$ cat src/sv/sasi_pkg.sv
// ----------------------------------------------------------------------------
// sasi_pkg
// Shared constants and types of the segment / box slab intersection block.
// ----------------------------------------------------------------------------
`default_nettype none

package sasi_pkg;

  // Coordinate width default and Q16.16 interval format
  localparam int unsigned COORD_WIDTH_DEF = 32;
  localparam int unsigned AXES            = 3;
  localparam int unsigned FRAC_BITS       = 16;
  localparam int unsigned TW              = 32;   // width of a t value
  localparam int unsigned THR_W           = 17;   // threshold register width
  localparam logic [THR_W-1:0] THR_RESET  = 17'd1;

  // Quotient: 31 magnitude bits, saturated at an integer part of 2^15 or more
  localparam int unsigned QUO_BITS = TW - 1;
  localparam int unsigned LOW_BITS = QUO_BITS - FRAC_BITS;

  localparam logic [TW-1:0] T_ZERO    = 32'h0000_0000;
  localparam logic [TW-1:0] T_ONE     = 32'h0001_0000;
  localparam logic [TW-1:0] T_POS_MAX = 32'h7FFF_FFFF;
  localparam logic [TW-1:0] T_NEG_MIN = 32'h8000_0000;

  // Pipeline latencies
  localparam int unsigned DIV_LAT     = QUO_BITS + 2;
  localparam int unsigned CLIP_LAT    = 2;
  localparam int unsigned CONTACT_LAT = 2;
  localparam int unsigned SIDE_LAT    = DIV_LAT + CLIP_LAT;

  // Control travelling into the interval clipper
  typedef struct packed {
    logic             valid;
    logic             pmiss;
    logic [AXES-1:0]  clip_en;
  } sasi_clip_ctl_t;

  // Control travelling into the contact stage
  typedef struct packed {
    logic valid;
    logic hit;
  } sasi_ctl_t;

endpackage

`default_nettype wire

$ cat src/sv/sasi_div.sv
// ----------------------------------------------------------------------------
// sasi_div
// Pipelined restoring divider: Q16.16 quotient of two magnitudes, one
// quotient bit per stage, truncated toward zero, signed and saturated.
// ----------------------------------------------------------------------------
`default_nettype none

module sasi_div import sasi_pkg::*; #(
  parameter int unsigned W = COORD_WIDTH_DEF
) (
  input  wire logic                 clk_i,
  input  wire logic [W-1:0]         num_i,
  input  wire logic [W-1:0]         den_i,
  input  wire logic                 neg_i,
  output logic signed [TW-1:0]      t_o
);

  logic [W-1:0]          rem_q [QUO_BITS+1];
  logic [QUO_BITS-1:0]   quo_q [QUO_BITS+1];
  logic [W-1:0]          den_q [QUO_BITS+1];
  logic [LOW_BITS-1:0]   low_q [QUO_BITS+1];
  logic                  neg_q [QUO_BITS+1];
  logic                  sat_q [QUO_BITS+1];
  logic [TW-1:0]         t_d;
  logic [TW-1:0]         t_q;

  // Entry: saturation check and initial partial remainder
  always_ff @(posedge clk_i) begin
    sat_q[0] <= {{LOW_BITS{1'b0}}, num_i} >= {den_i, {LOW_BITS{1'b0}}};
    rem_q[0] <= W'(num_i >> LOW_BITS);
    low_q[0] <= num_i[LOW_BITS-1:0];
    quo_q[0] <= '0;
    den_q[0] <= den_i;
    neg_q[0] <= neg_i;
  end

  // One quotient bit per stage
  for (genvar j = 0; j < QUO_BITS; j++) begin : g_step
    logic         in_bit;
    logic [W:0]   trial;
    logic         ge;

    if (j < LOW_BITS) begin : g_low
      assign in_bit = low_q[j][LOW_BITS-1-j];
    end else begin : g_zero
      assign in_bit = 1'b0;
    end

    assign trial = {rem_q[j], in_bit};
    assign ge    = trial >= {1'b0, den_q[j]};

    always_ff @(posedge clk_i) begin
      rem_q[j+1] <= ge ? W'(trial - {1'b0, den_q[j]}) : trial[W-1:0];
      quo_q[j+1] <= {quo_q[j][QUO_BITS-2:0], ge};
      den_q[j+1] <= den_q[j];
      low_q[j+1] <= low_q[j];
      neg_q[j+1] <= neg_q[j];
      sat_q[j+1] <= sat_q[j];
    end
  end

  // Sign and saturation
  always_comb begin
    if (sat_q[QUO_BITS]) begin
      t_d = neg_q[QUO_BITS] ? T_NEG_MIN : T_POS_MAX;
    end else if (neg_q[QUO_BITS]) begin
      t_d = T_ZERO - {1'b0, quo_q[QUO_BITS]};
    end else begin
      t_d = {1'b0, quo_q[QUO_BITS]};
    end
  end

  always_ff @(posedge clk_i) begin
    t_q <= t_d;
  end

  assign t_o = $signed(t_q);

endmodule

`default_nettype wire

$ cat config.mk
export PLATFORM = sky130hd
export DESIGN_NAME = sasi_div
export DESIGN_NICKNAME = d
export VERILOG_FILES = /design/src/sv/sasi_pkg.sv /design/src/sv/sasi_div.sv
export SDC_FILE = /design/constraint.sdc
export NUM_CORES = 2
export LEC_CHECK = 0
export BUFFER_PORTS_ARGS = -buffer_cell sky130_fd_sc_hd__buf_2
export CORE_MARGIN = 5
export CORE_UTILIZATION = 55
export DETAILED_ROUTE_END_ITERATION = 10
export PLACE_DENSITY = 0.74
export SLEW_MARGIN = 20
export SYNTH_ARGS = -nofsm -noshare
export SYNTH_HDL_FRONTEND = slang
export SYNTH_SLANG_ARGS = --single-unit
$ cat constraint.sdc
create_clock -name clk_i -period 3 [get_ports clk_i]
set_input_delay 0 -clock clk_i [delete_from_list [all_inputs] [get_ports clk_i]]
set_output_delay 0 -clock clk_i [all_outputs]
set_load 0.005 [all_outputs]
==> impl_results.md <==
* Failing checks: setup timing
* Vias in the first global route at 101,000
* Max-Cap Viols at 0
* Placement Setup Slack at -0.552 ns
* Fillers at 13,600
* Overflow after GRT at 0
* DR WL/cell at 21.0 um
* Synthesis-stage register bit count at 2,681
* Slew Viols, Final at 0
* Syn Area/Cell at 9.42 um2
* Sequential-to-total area share from yosys stat at 46.0%
* Final hold vios at 0
* Starting Density at 55.1%
* Final worst slack at -0.586 ns
* IO Count at 98
* Final instance area at 0.160 mm2
* Final HPWL DP at 249,000 um
* Layout cells sized above 1 at 31.5%
* Yosys cell types at 95
* Mapped Area at 0.117 mm2
* Placed Cells at 16,800
* Clk_lat worst skew at 0.95 ns
* Req. time, crit path at 3.81 ns
* Final setup fails at 585
* Die Ht at 470 um
* Flop-to-flop setup slack at -0.59 ns
* CTS sink count at 2,681
* Initial antenna violation count at 23
* Status: finished, violations left
* Num CTS Buffers at 290
* FF/Latch Area at 0.0541 mm2
* Post-Syn Nets at 13,500
* Slew at the pin with the worst max-slew slack at 0.953 ns
* Fmax at 0.279 GHz
* Area leader, netlist: dfxtp_1
* DP Area at 0.134 mm2
* Gr busiest metal: met2
* Setup CP Type: flop to flop
* Ys async rst share at 0%
* CP max FO at 4
* GR Util met1 at 36.9%
* Starting DRT DRC Count at 8,022
* Cell chosen for the clock root: clkbuf_16
* EDFF count, synth at 0
* Yosys top cell area share at 46.0%
* Drt drc at 0
* CTS Buffer Depth at 4
* Post-Layout Cell Count at 17,900
* CP startpoint kind: flop
* Pwr/cell area at 1140 mW/mm2
* Row count at 169
* Core ar. at 0.211 mm2
* Hold slack at 0.0840 ns
* Clock skew at 0.0760 ns
* PortBufs at 97
* Largest net degree at the start of global routing at 53
* CP endpoint kind: flop
* WP data arrival at 4.40 ns
* Lkg Pwr at 75.2 nW
* GR Util met2 at 53.5%
* GRT met3 Usage at 4.44%
* All-Layer GR Usage at 30.8%
* Core Util, Final at 75.4%
* DIE AREA at 0.221 mm2
* Adder-cell share of the synthesized area at 11.2%
* Post-synthesis mux area share at 3.26%
* Prevailing post-synth register cell: dfxtp_1
* Slew HR at 36.2%
* Simple logic cell fraction of the synthesized area at 10.7%
* CTS tree: done
* Hold Path Class: primary input to flop
* Vias at 101,000
* Fin crit share at 120%
* # H-tree levels at 5
* Area contributors post-synth: dfxtp_1, ha_1, a21oi_1
* Via density at 5.68
* Area of the multi-input gates at 0.0656 mm2
* RSZ-0062 raised after global routing: yes
* Area grow syn2layout at 36.9%
* Compound-cell area share of the yosys netlist at 17.6%
* RD Place Congestion at 0.994
* First-pass GRT wire length at 551,000 um
* Tmin final at 3.59 ns
* DRT Wirelength at 376,000 um
* CTS clk-pin slew, worst paths at 0.07 ns
* Layout net count at 15,900
* Peak supply drop at 0.825 mV
* Die width at 470 um
* Antenna Nets Post-Route at 0
* Detailed Routing Iterations Pass 1 at 8
* Largest family of logic cells by synthesized area: compound AO/OA/AOI/OAI gates
* Post-Synth XOR/XNOR Area at 6.05%
* Syn. warnings at 0
* Mapped Cells at 12,400
## path summary, 6_finish.rpt
path                         start               endpoint  depth (start not counted)
max          den_q[1][296]$_DFF_P_  rem_q[26][15]$_DFF_P_                         21
min                      num_i[31]    sat_q[0][0]$_DFF_P_                          5
max reg2reg  den_q[1][296]$_DFF_P_  rem_q[26][15]$_DFF_P_                         21
min reg2reg   quo_q[1][35]$_DFF_P_   quo_q[1][67]$_DFF_P_                          0
## synth_stat cells, drive strengths merged, types with 15 or more instances
cell and instances:
o21ai 867, o31a 39, a221oi 19, or3 41
nand2b 133, o21bai 115, buf 91, a31oi 99
fa 30, a311oi 17, mux2 320, nand3 178
o211ai 33, o41ai 27, a21boi 27, clkbuf 229
o21a 133, nor2b 167, nor3b 17, xor2 347
o31ai 77, nand2 892, nor2 687, a211oi 74
a211o 33, mux2i 20, a41oi 18, ha 995
a21o 532, a31o 19, o2111ai 15, o22ai 23
nand4 166, or2 36, and2 48, and3 93
inv 1226, a21oi 1032, nor4 44, dfxtp 2681
xnor2 458, nor3 126
## routing by layer
layer	wire, um	part of all wire (%)
met1	149000	39
met2	180000	48
met3	23100	6.1
met4	24500	6.5
met5	87	0.023
## registers in the layout (all words and copies together), names as in the netlist
name and count:
quo_q 496, low_q 120, den_q 992, t_o 32
neg_q 32, rem_q 977, sat_q 32
## what timing repair did
action / in CTS / in global routing
setup endpoints to repair: 946 / 972
pin swaps: 383 / 493
hold endpoints to repair: 66 / 0
cloned: 62 / 22
buffers inserted: 270 / 177
hold buffers: 130 / 0
resized for setup: 1387 / 1168
## cells by family (layout without fill, tap and decap cells)
kind of cell	count (synthesis)	after routing
other cells	0	20
buf+inv	1546	4214
mux	340	340
xor+xnor	805	805
flops	2681	2681
compound gates	3308	3308
simple gates	2669	2669
fa+ha+maj	1025	1025
## power breakdown
group          internal (W)  switching (W)
clock                0.0230         0.0148
sequential           0.0442        0.00702
combinational        0.0470         0.0463
total                 0.114         0.0682
## area by class of cell
type                            instances  area share [%]
Multi-Input combinational cell       8147            41.1
Sequential cell                      2681            33.9
Timing Repair Buffer                 2486            13.6
Clock buffer                          374            5.14
Inverter                             1226            2.89
Tap cell                             2821            2.21
Clock inverter                        128            1.15
Antenna cell                           20          0.0314
## cells in the final DEF (no fill, tap or decap), drive strengths merged, types with 23 or more instances in the layout
cell type	Yosys	final
dfxtp	2681	2681
buf	91	2331
inv	1226	1240
a21oi	1032	1032
ha	995	995
nand2	892	892
o21ai	867	867
nor2	687	687
a21o	532	532
xnor2	458	458
clkbuf	229	398
xor2	347	347
mux2	320	320
nand3	178	178
nor2b	167	167
nand4	166	166
o21a	133	133
nand2b	133	133
dlygate4sd3	0	130
nor3	126	126
o21bai	115	115
a31oi	99	99
and3	93	93
o31ai	77	77
a211oi	74	74
clkinv	0	58
and2	48	48
nor4	44	44
bufinv	0	42
or3	41	41
o31a	39	39
or2	36	36
o211ai	33	33
a211o	33	33
fa	30	30
o41ai	27	27
a21boi	27	27
o22ai	23	23
## worst max-delay path: stages, from the launching register on
cell	delay (ns)
dfxtp_2	0.35
inv_2	0.05
ha_4	0.27
a21oi_4	0.17
buf_4	0.13
buf_4	0.10
buf_4	0.10
buf_4	0.10
buf_4	0.11
buf_4	0.11
buf_4	0.11
buf_4	0.11
buf_4	0.09
buf_4	0.10
inv_1	0.04
a211o_1	0.32
a21oi_4	0.23
o21ai_2	0.12
a21o_1	0.23
a21oi_2	0.23
xor2_1	0.25
o21ai_2	0.13
## through the flow
step           setup TNS (ns)  total power (W)
2_1_floorplan           -6.99           0.0941
3_5_place_dp          -204.31            0.122
4_1_cts                -66.00            0.173
3_3_place_gp          -167.09            0.121
5_1_grt               -157.03            0.191
6_report              -100.34            0.182
Note: power is estimated with default switching activity, not from simulation.
