$ cat config.mk
export PLATFORM = sky130hd
export DESIGN_NAME = sasi_clip
export DESIGN_NICKNAME = d
export VERILOG_FILES = /design/src/sv/sasi_pkg.sv /design/src/sv/sasi_clip.sv
export SDC_FILE = /design/constraint.sdc
export NUM_CORES = 1
export LEC_CHECK = 0
export ABC_CLOCK_PERIOD_IN_PS = 9800
export BUFFER_PORTS_ARGS = -buffer_cell sky130_fd_sc_hd__buf_2
export CELL_PAD_IN_SITES_DETAIL_PLACEMENT = 0
export CELL_PAD_IN_SITES_GLOBAL_PLACEMENT = 1
export CORE_UTILIZATION = 45
export CTS_BUF_LIST = sky130_fd_sc_hd__clkbuf_2 sky130_fd_sc_hd__clkbuf_4 sky130_fd_sc_hd__clkbuf_8
export CTS_CLUSTER_SIZE = 25
export DETAILED_ROUTE_END_ITERATION = 8
export PLACE_DENSITY_LB_ADDON = 0.12
export SETUP_SLACK_MARGIN = 0.3
export SYNTH_ARGS = -nofsm -noshare
export SYNTH_HDL_FRONTEND = slang
export SYNTH_SLANG_ARGS = --single-unit
$ cat constraint.sdc
create_clock -name clk_i -period 9.8 [get_ports clk_i]
set_input_delay 0.98 -clock clk_i [delete_from_list [all_inputs] [get_ports clk_i]]
set_output_delay 0.98 -clock clk_i [all_outputs]
set_load 0.005 [all_outputs]
$ cat src/sv/sasi_pkg.sv
// ----------------------------------------------------------------------------
// sasi_pkg
// Shared constants and types of the segment / box slab intersection block.
// ----------------------------------------------------------------------------
`default_nettype none

package sasi_pkg;

  // Coordinate width default and Q16.16 interval format
  localparam int unsigned COORD_WIDTH_DEF = 32;
  localparam int unsigned AXES            = 3;
  localparam int unsigned FRAC_BITS       = 16;
  localparam int unsigned TW              = 32;   // width of a t value
  localparam int unsigned THR_W           = 17;   // threshold register width
  localparam logic [THR_W-1:0] THR_RESET  = 17'd1;

  // Quotient: 31 magnitude bits, saturated at an integer part of 2^15 or more
  localparam int unsigned QUO_BITS = TW - 1;
  localparam int unsigned LOW_BITS = QUO_BITS - FRAC_BITS;

  localparam logic [TW-1:0] T_ZERO    = 32'h0000_0000;
  localparam logic [TW-1:0] T_ONE     = 32'h0001_0000;
  localparam logic [TW-1:0] T_POS_MAX = 32'h7FFF_FFFF;
  localparam logic [TW-1:0] T_NEG_MIN = 32'h8000_0000;

  // Pipeline latencies
  localparam int unsigned DIV_LAT     = QUO_BITS + 2;
  localparam int unsigned CLIP_LAT    = 2;
  localparam int unsigned CONTACT_LAT = 2;
  localparam int unsigned SIDE_LAT    = DIV_LAT + CLIP_LAT;

  // Control travelling into the interval clipper
  typedef struct packed {
    logic             valid;
    logic             pmiss;
    logic [AXES-1:0]  clip_en;
  } sasi_clip_ctl_t;

  // Control travelling into the contact stage
  typedef struct packed {
    logic valid;
    logic hit;
  } sasi_ctl_t;

endpackage

`default_nettype wire

$ cat src/sv/sasi_clip.sv
// ----------------------------------------------------------------------------
// sasi_clip
// Orders each axis' parameter pair and clips the [0, 1] interval; two stages.
// ----------------------------------------------------------------------------
`default_nettype none

module sasi_clip import sasi_pkg::*; (
  input  wire logic                  clk_i,
  input  wire logic                  rst_ni,
  input  wire sasi_clip_ctl_t        ctl_i,
  input  wire logic signed [TW-1:0]  t1_i [AXES],
  input  wire logic signed [TW-1:0]  t2_i [AXES],
  output sasi_ctl_t                  ctl_o,
  output logic signed [TW-1:0]       tmin_o,
  output logic signed [TW-1:0]       tmax_o
);

  logic signed [TW-1:0] lo_d [AXES];
  logic signed [TW-1:0] hi_d [AXES];
  logic signed [TW-1:0] lo_q [AXES];
  logic signed [TW-1:0] hi_q [AXES];
  logic                 valid_q;
  logic                 pmiss_q;
  logic signed [TW-1:0] tmin_d, tmax_d;
  logic signed [TW-1:0] tmin_q, tmax_q;
  sasi_ctl_t            ctl_d, ctl_q;

  // Stage 1: order each pair, neutral bounds for axes without constraint
  always_comb begin
    for (int i = 0; i < AXES; i++) begin
      if (!ctl_i.clip_en[i]) begin
        lo_d[i] = $signed(T_ZERO);
        hi_d[i] = $signed(T_ONE);
      end else if (t1_i[i] > t2_i[i]) begin
        lo_d[i] = t2_i[i];
        hi_d[i] = t1_i[i];
      end else begin
        lo_d[i] = t1_i[i];
        hi_d[i] = t2_i[i];
      end
    end
  end

  always_ff @(posedge clk_i) begin
    lo_q <= lo_d;
    hi_q <= hi_d;
  end

  always_ff @(posedge clk_i or negedge rst_ni) begin
    if (!rst_ni) begin
      valid_q <= 1'b0;
      pmiss_q <= 1'b0;
    end else begin
      valid_q <= ctl_i.valid;
      pmiss_q <= ctl_i.pmiss;
    end
  end

  // Stage 2: running max of entries, min of exits
  always_comb begin
    tmin_d = $signed(T_ZERO);
    tmax_d = $signed(T_ONE);
    for (int i = 0; i < AXES; i++) begin
      if (lo_q[i] > tmin_d) tmin_d = lo_q[i];
      if (hi_q[i] < tmax_d) tmax_d = hi_q[i];
    end
    ctl_d.valid = valid_q;
    ctl_d.hit   = valid_q && !pmiss_q && (tmin_d <= tmax_d);
  end

  always_ff @(posedge clk_i) begin
    tmin_q <= tmin_d;
    tmax_q <= tmax_d;
  end

  always_ff @(posedge clk_i or negedge rst_ni) begin
    if (!rst_ni) begin
      ctl_q <= '0;
    end else begin
      ctl_q <= ctl_d;
    end
  end

  assign ctl_o  = ctl_q;
  assign tmin_o = tmin_q;
  assign tmax_o = tmax_q;

endmodule

`default_nettype wire

==> metrics.md, run 1 <==
| Metric | Value |
|---|---|
| CTS root buffer | `clkbuf_8` |
| CP max stage delay | `490 ps` |
| Fin. Hold Viols | `0` |
| Syn Nets | `2386` |
| Num rows | `70` |
| Post-Synth Simple-Gate Area | `0.1551` |
| Most common cell after layout, fill and taps aside | `buf_2` |
| Via count | `between 10000 and 15000` |
| Largest cells by area after synthesis | `dfxtp_1, ha_1, mux2i_1` |
| Static Leakage | `between 10 and 15 nW` |
| Clock share of power | `0.270` |
| Crit share post-route | `0.8905` |
| Buffers and inverters on the worst path | `4` |
| Critical path arrival | `9230 ps` |
| Most frequent cells in the layout | `buf_2, dfxtp_1, ha_1` |
| Multiplexer share of the synthesized area | `0.1777` |
| P&R area growth vs syn | `16.70%` |
| Detailed placer's ending HPWL | `39860 µm` |
| Grt met1 use | `0.3597` |
| Max-capacitance violation count | `0` |
| Outcome | `finished clean` |
| Core ar. | `36960 µm²` |
| Ys async rst share | `0.01538` |
| Crit path max-delay cell type | `mux2i_4` |
| Initial core utilization | `0.4617` |
| Reg area | `5225 µm²` |
| Max Slew Vio Count | `0` |
| Syn_area_per_cell | `8.834 µm²` |
| Crit Path Max Fanout | `31` |
| Share of the synthesized area in the top cell type | `0.3003` |
| PD cells | `210.3 nW/µm²` |
| GP Congestion | `0.8785` |
| Maximum buffer depth of the clock tree | `3` |
| Sequential share of power | `0.320` |
| Synth Instances | `1932` |
| Clock skew | `20.86 ps` |
| First-pass GRT wire length | `between 70000 and 80000 µm` |
| Clock latency on the worst-skew pair | `a little under 600 ps` |
| Critical Setup Path Class | `reg -> reg` |
| CP Data Required Time | `10300 ps` |
| Worst relative slew slack | `0.2551` |
| DR vias/cell | `roughly 5.1` |
| NetSw | `0.001471 W` |
| Crit path depth | `35` |
| Die Y-Extent | `196.7 µm` |
| Crit-path most repeated cell | `a21o_1` |
| Worst Hold Margin | `225.1 ps` |
| Pint | `0.002718 W` |
| Synth Flop Type | `dfxtp_1` |
| H-tree levels | `2` |
| Wire length per cell | `~18 µm` |
| Met2 GRT Util | `0.3764` |
| Post-Syn Area | `17070 µm²` |
| Largest family of logic cells by synthesized area | `adder cells` |
| Final setup viols | `0` |
| Fin crit period | `8727 ps` |
| Initial antenna violation count | `8` |
| Hold Crit Class | `in -> async` |
| Post-Route WL | `48000 µm` |
| Layout cells sized above 1 | `0.1996` |
| Slew @ Worst Pin | `~1100 ps` |
| Num CTS Buffers | `45` |
| Met3 usage | `0.04637` |
| Die W | `196.7 µm` |
| GRT Util Overall | `0.2478` |
| Synth Area in XOR/XNOR | `0` |
| Multi-input logic area | `roughly 11000 µm²` |
| Post-synth EDFFs | `0` |
| Synth warn | `0` |
| Fill count | `~3500` |
| First-pass DRT Iterations | `5` |
| Synth Area in Adders | `0.1870` |
| # DRC | `0` |
| Largest area contributor in the synthesized netlist | `dfxtp_1` |
| IO Pins | `265` |
| Largest net degree at the start of global routing | `129` |
| Fmax | `114.6 MHz` |
| Crit path max-delay family | `compound AO/OA/AOI/OAI gates` |
| VDD IR-drop max | `just over 0.1 mV` |
| Compound-Gate Fraction of Synth Area | `0.09875` |
| DIE AREA | `38710 µm²` |
| Worst Reg-to-Reg Cells | `35` |
| Setup TNS | `0 ps` |
| Sw Ratio | `0.3513` |
| Port Buf Inserts | `264` |
| CTS tree | `built` |
| Post-CTS Hold Buffers | `0` |
| Grt ovf | `0` |
| Comb pwr share | `0.410` |
| RSZ-0062 raised after global routing | `no` |
| Fin nets | `2638` |
| Sequential area share after synthesis | `0.3062` |
| Sink Count | `260` |
| Crit. End Element | `flip-flop` |
| Routed Antenna Nets | `0` |
| Seq cells post-synth | `260` |
| CP startpoint kind | `flip-flop` |
| GRT busiest layer | `met2` |
| Library cells used by synthesis | `55` |
| Number of global-route vias before repair | `13760` |
| DRT iter0 DRCs | `~560` |
| CTS clk-pin slew, worst paths | `60 ps` |
## synthesized netlist by cell type, types with 2 or more instances
library cell / n
buf_6: 7
nor3_1: 19
a21o_1: 42
o31ai_1: 4
mux2_1: 2
nor2_1: 43
o21a_1: 13
nand4_1: 48
mux2_2: 66
nand2_1: 198
ha_1: 255
buf_1: 10
a2111oi_0: 3
mux2i_1: 225
dfrtp_1: 4
nor4_1: 18
a211o_1: 2
o2111ai_1: 2
nand2b_1: 36
o31a_1: 3
o21bai_1: 2
a221oi_1: 5
clkbuf_1: 34
or4_1: 2
inv_1: 231
o21ai_1: 21
dfxtp_1: 256
buf_4: 14
o22ai_1: 2
nand3_1: 88
buf_2: 13
a31oi_1: 4
or3_1: 4
a21oi_1: 63
a211oi_1: 10
nor2b_1: 77
o21ai_0: 80
o211ai_1: 9
## routing by layer
| layer | part of all wire | vias to the layer above | wire length (µm) |
|---|---|---|---|
| li1 | - | 7223 | - |
| met1 | 0.51 | 6311 | 24490 |
| met2 | 0.41 | 338 | 19830 |
| met3 | 0.058 | 75 | 2770 |
| met4 | 0.018 | 8 | 868 |
| met5 | 0.00081 | - | 39 |
## cells by family (layout without fill, tap and decap cells)
| family | after synthesis | in the layout |
|---|---|---|
| and+or+nand+nor | 539 | 539 |
| other | 1 | 4 |
| muxes | 294 | 294 |
| adders and majority gates | 255 | 255 |
| AOI/OAI and AO/OA | 274 | 274 |
| DFF | 260 | 260 |
| buffers and inverters | 309 | 596 |
## timing repair
item / 4_1_cts / 5_1_grt
endpoints found under the setup margin: 0 / 1
buffers inserted: 0 / 3
resized for setup: 0 / 1
hold endpoints to repair: 0 / 0
## path summary, 6_finish.rpt
path                                startpoint                 end  slack (ps)
max                        lo_q[71]$_SDFF_PN0_  ctl_o[0]$_DFF_PN0_        1070
min                                     rst_ni  ctl_o[0]$_DFF_PN0_         230
max reg2reg                lo_q[71]$_SDFF_PN0_  ctl_o[0]$_DFF_PN0_        1070
min reg2reg                  valid_q$_DFF_PN0_  ctl_o[1]$_DFF_PN0_         400
max in group asynchronous               rst_ni   pmiss_q$_DFF_PN0_        9400
min in group clk_i           valid_q$_DFF_PN0_  ctl_o[1]$_DFF_PN0_         400
## cell type report
cell class              instances  area share
multi-input cells            1363      0.5337
flip-flops and latches        260      0.2623
repair buffers                283     0.07551
clock buffers                  67     0.04379
inverters                     231     0.04354
well taps                     504     0.03166
clock inverters                15    0.009046
diodes                          3   0.0003769
## stage by stage
| stage | utilization | instances | area [µm²] | setup slack, ps | total power (W) |
|---|---|---|---|---|---|
| 2_1_floorplan | - | 1932 | 17070 | 2487 | 0.002505 |
| 3_3_place_gp | 0.5088 | 2638 | 18810 | 747.7 | 0.003032 |
| 3_5_place_dp | 0.5088 | 2638 | 18810 | 620.6 | 0.003057 |
| 4_1_cts | 0.5373 | 2720 | 19860 | 590.0 | 0.004209 |
| 5_1_grt | 0.5388 | 2725 | 19910 | 360.1 | 0.004476 |
| 6_report | 0.5389 | 2726 | 19920 | 1073 | 0.004189 |
## registers in the layout, summed over array words and instances (netlist names)
name     cells
hi_q        96
lo_q        96
tmax_o      32
tmin_o      32
ctl_o        2
pmiss_q      1
valid_q      1
## power groups by stage
stage	Combinational (W)	Sequential (W)	Clock (W)
floorplan	0.00116	0.00134	0
global placement	0.00167	0.00136	0
detailed placement	0.00170	0.00136	0
CTS	0.00171	0.00134	0.00116
global route	0.00191	0.00136	0.00121
finish	0.00172	0.00134	0.00113
No activity file was read; power rests on OpenSTA's default activity.
==> inputs of run 2 (changes only) <==
Settings changed: ABC_AREA set to 1, CORE_UTILIZATION 45 to 43, PLACE_DENSITY_LB_ADDON 0.12 to 0.1.
==> run 2 against run 1 <==
Register-to-register slack better by 140 ps. Clock skew up 11 ps. Die area up 0.93%. Routed wire length increased by 6.5%. Cell count increased by 8.4%. Sequential share of layout area grew 1.2 points. Final area is 4.4% lower. Combinational power rose by 38%. Critical path type unchanged. Largest cell class unchanged. Largest power group unchanged.
==> metrics.md, run 2 <==
| Metric | Value |
|---|---|
| Outcome | `finished clean` |
| Seq cells post-synth | `260` |
| Port Buf Inserts | `between 200 and 300` |
| Power after layout | `~0.0049 W` |
| Die Y-Extent | `197.7 µm` |
| Reg2Reg Capture Point | `ctl_o[0]$_DFF_PN0_` |
| CP Launch Point | `hi_q[83]$_SDFF_PN0_` |
| Library cells used by synthesis | `44` |
| Post-Synth Simple-Gate Area | `0.1812` |
| GP Congestion | `around 0.92` |
| Via count | `15450` |
| CTS root buffer | `clkbuf_8` |
| Design Area, Final | `19040 µm²` |
| Post-Syn Area | `16460 µm²` |
| Final setup viols | `0` |
| Clock skew | `31.62 ps` |
| Setup TNS | `0 ps` |
| Reg2reg setup slack | `1220 ps` |
| Largest family of logic cells by synthesized area | `compound AO/OA/AOI/OAI gates` |
| Fin. Hold Viols | `0` |
| DP Worst Slack | `499.5 ps` |
| First-pass DRT Iterations | `5` |
| Num rows | `71` |
| Synth Instances | `2197` |
| Syn Nets | `2651` |
| CTS tree | `built` |
| Syn_area_per_cell | `7.493 µm²` |
| Dominant cell by count in the synthesized netlist | `nand2_1` |
| Most instantiated cells after synthesis | `nand2_1, o21ai_0, a21oi_1` |
| GRT Util Overall | `0.2581` |
| Most common cell after layout, fill and taps aside | `nand2_1` |
| Largest registers | `hi_q (96), lo_q (96)` |
| CTS clk-pin slew, worst paths | `60 ps` |
| H-tree levels | `2` |
| Crit Path Max Fanout | `53` |
| Initial antenna violation count | `2` |
| Most frequent cells in the layout | `nand2_1, o21ai_0, a21oi_1` |
| Placed Area | `around 18000 µm²` |
| IO Pins | `265` |
| Detailed placer's ending HPWL | `40380 µm` |
| Post-synth EDFFs | `0` |
| Maximum buffer depth of the clock tree | `3` |
| RSZ-0062 raised after global routing | `no` |
| Crit path capture | `ctl_o[0]$_DFF_PN0_` |
| Synth warn | `0` |
| DRT iter0 DRCs | `1247` |
| Fmax | `around 120 MHz` |
| Crit-path most repeated cell | `nand2_1` |
| Synth Area in XOR/XNOR | `0.0005320` |
| Hold Crit Class | `in -> async` |
| # DRC | `0` |
| Layout cells sized above 1 | `0.1703` |
| Die W | `around 200 µm` |
| Largest net degree at the start of global routing | `129` |
| Post-Route WL | `51110 µm` |
| Multiplexer share of the synthesized area | `0` |
| DIE AREA | `39070 µm²` |
| CP max stage delay | `slightly above 600 ps` |
| Synth Flop Type | `dfxtp_1` |
| Worst setup margin | `1215 ps` |
| Synth Area in Adders | `0.1938` |
| DR vias/cell | `5.227` |
| Share of the synthesized area in the top cell type | `0.3113` |
| Crit path max-delay cell type | `inv_2` |
| Static Leakage | `9.448 nW` |
| Max-capacitance violation count | `0` |
| Critical path arrival | `9060 ps` |
| VDD IR-drop max | `0.1575 mV` |
| Slew @ Worst Pin | `1102 ps` |
| Routed Antenna Nets | `0` |
| Initial core utilization | `0.4371` |
| R2R Path Start | `hi_q[83]$_SDFF_PN0_` |
| Crit. End Element | `flip-flop` |
| Wire length per cell | `17.30 µm` |
| Sink Count | `260` |
| PD cells | `255.0 nW/µm²` |
| Crit share post-route | `0.8760` |
| Max Slew Vio Count | `0` |
| Fin crit period | `8585 ps` |
| Ys async rst share | `0.01538` |
| Largest area contributor in the synthesized netlist | `dfxtp_1` |
| P&R area growth vs syn | `15.64%` |
| Fin nets | `between 2000 and 3000` |
| Number of global-route vias before repair | `14170` |
| Compound-Gate Fraction of Synth Area | `0.2124` |
| Core ar. | `between 30000 and 40000 µm²` |
| Grt ovf | `0` |
| Critical Setup Path Class | `reg -> reg` |
| # Post-CTS Setup Buffers | `0` |
| First-pass GRT wire length | `77480 µm` |
| Clock latency on the worst-skew pair | `590 ps` |
| CP startpoint kind | `flip-flop` |
| CP Data Required Time | `10280 ps` |
| Worst Reg-to-Reg Cells | `39` |
| Num CTS Buffers | `45` |
| Worst Hold Margin | `185.1 ps` |
| Largest cells by area after synthesis | `dfxtp_1, ha_1, o21ai_0` |
| Fill count | `3838` |
| Sequential area share after synthesis | `0.3174` |
| Worst relative slew slack | `0.2642` |
run 2: final cells by class:
class	instances	area (µm²)	area share
multi-input cells	1548	9697	0.5094
flip-flops and latches	260	5225	0.2745
diodes	1	2.502	0.0001314
well taps	511	639.4	0.03359
clock inverters	16	137.6	0.007230
clock buffers	65	850.8	0.04469
inverters	277	1054	0.05534
repair buffers	277	1431	0.07519
run 2: logic make-up after synthesis:
kind of cell	after synthesis
AO/OA/AOI/OAI	668
XOR/XNOR	1
flip-flops	260
buffers and inverters	389
adder cells (fa/ha/maj)	255
AND/OR/NAND/NOR	623
other	1
run 2: worst min-delay path by stage:
stage | start | endpoint | slack (ps) | depth (start not counted)
after global placement | valid_q$_DFF_PN0_ | ctl_o[1]$_DFF_PN0_ | 400 | 0
after floorplan | valid_q$_DFF_PN0_ | ctl_o[1]$_DFF_PN0_ | 350 | 0
final | rst_ni | valid_q$_DFF_PN0_ | 190 | 1
after detailed placement | valid_q$_DFF_PN0_ | ctl_o[1]$_DFF_PN0_ | 400 | 0
after CTS | rst_ni | valid_q$_DFF_PN0_ | 160 | 1
after global routing | rst_ni | valid_q$_DFF_PN0_ | 170 | 1
run 2: worst max-delay path: cells and delay by family (launching register included):
family	cells	cell delay, ps
and+or+nand+nor	17	2640
buffers and inverters	9	2180
AOI/OAI and AO/OA	9	1950
adders and majority gates	4	1320
DFF	1	350
run 2: stage by stage:
step                      utilization  std cells
after global placement         0.4785       2873
after floorplan                     -       2197
after global routing           0.5053       2954
final                          0.5054       2955
after detailed placement       0.4785       2873
after CTS                      0.5048       2954
run 2: what timing repair did:
| action | in CTS | in global routing |
|---|---|---|
| hold endpoints to repair | 0 | 0 |
| setup endpoints to repair | 0 | 1 |
| resized for setup | 0 | 7 |
| hold buffers | 0 | 0 |
run 2: where the power goes:
part           internal [W]  switching (W)  leakage (nW)
clock              0.000613       0.000463         0.521
combinational      0.000833        0.00155          6.74
sequential          0.00127       0.000128          2.19
run 2: layer usage:
metal	track usage	routed length, µm	vias to the layer above
met5	0	11	-
met2	0.3817	20800	503
li1	-	-	7973
met4	0.07350	1134	2
met1	0.3832	25930	6893
met3	0.03910	3237	76
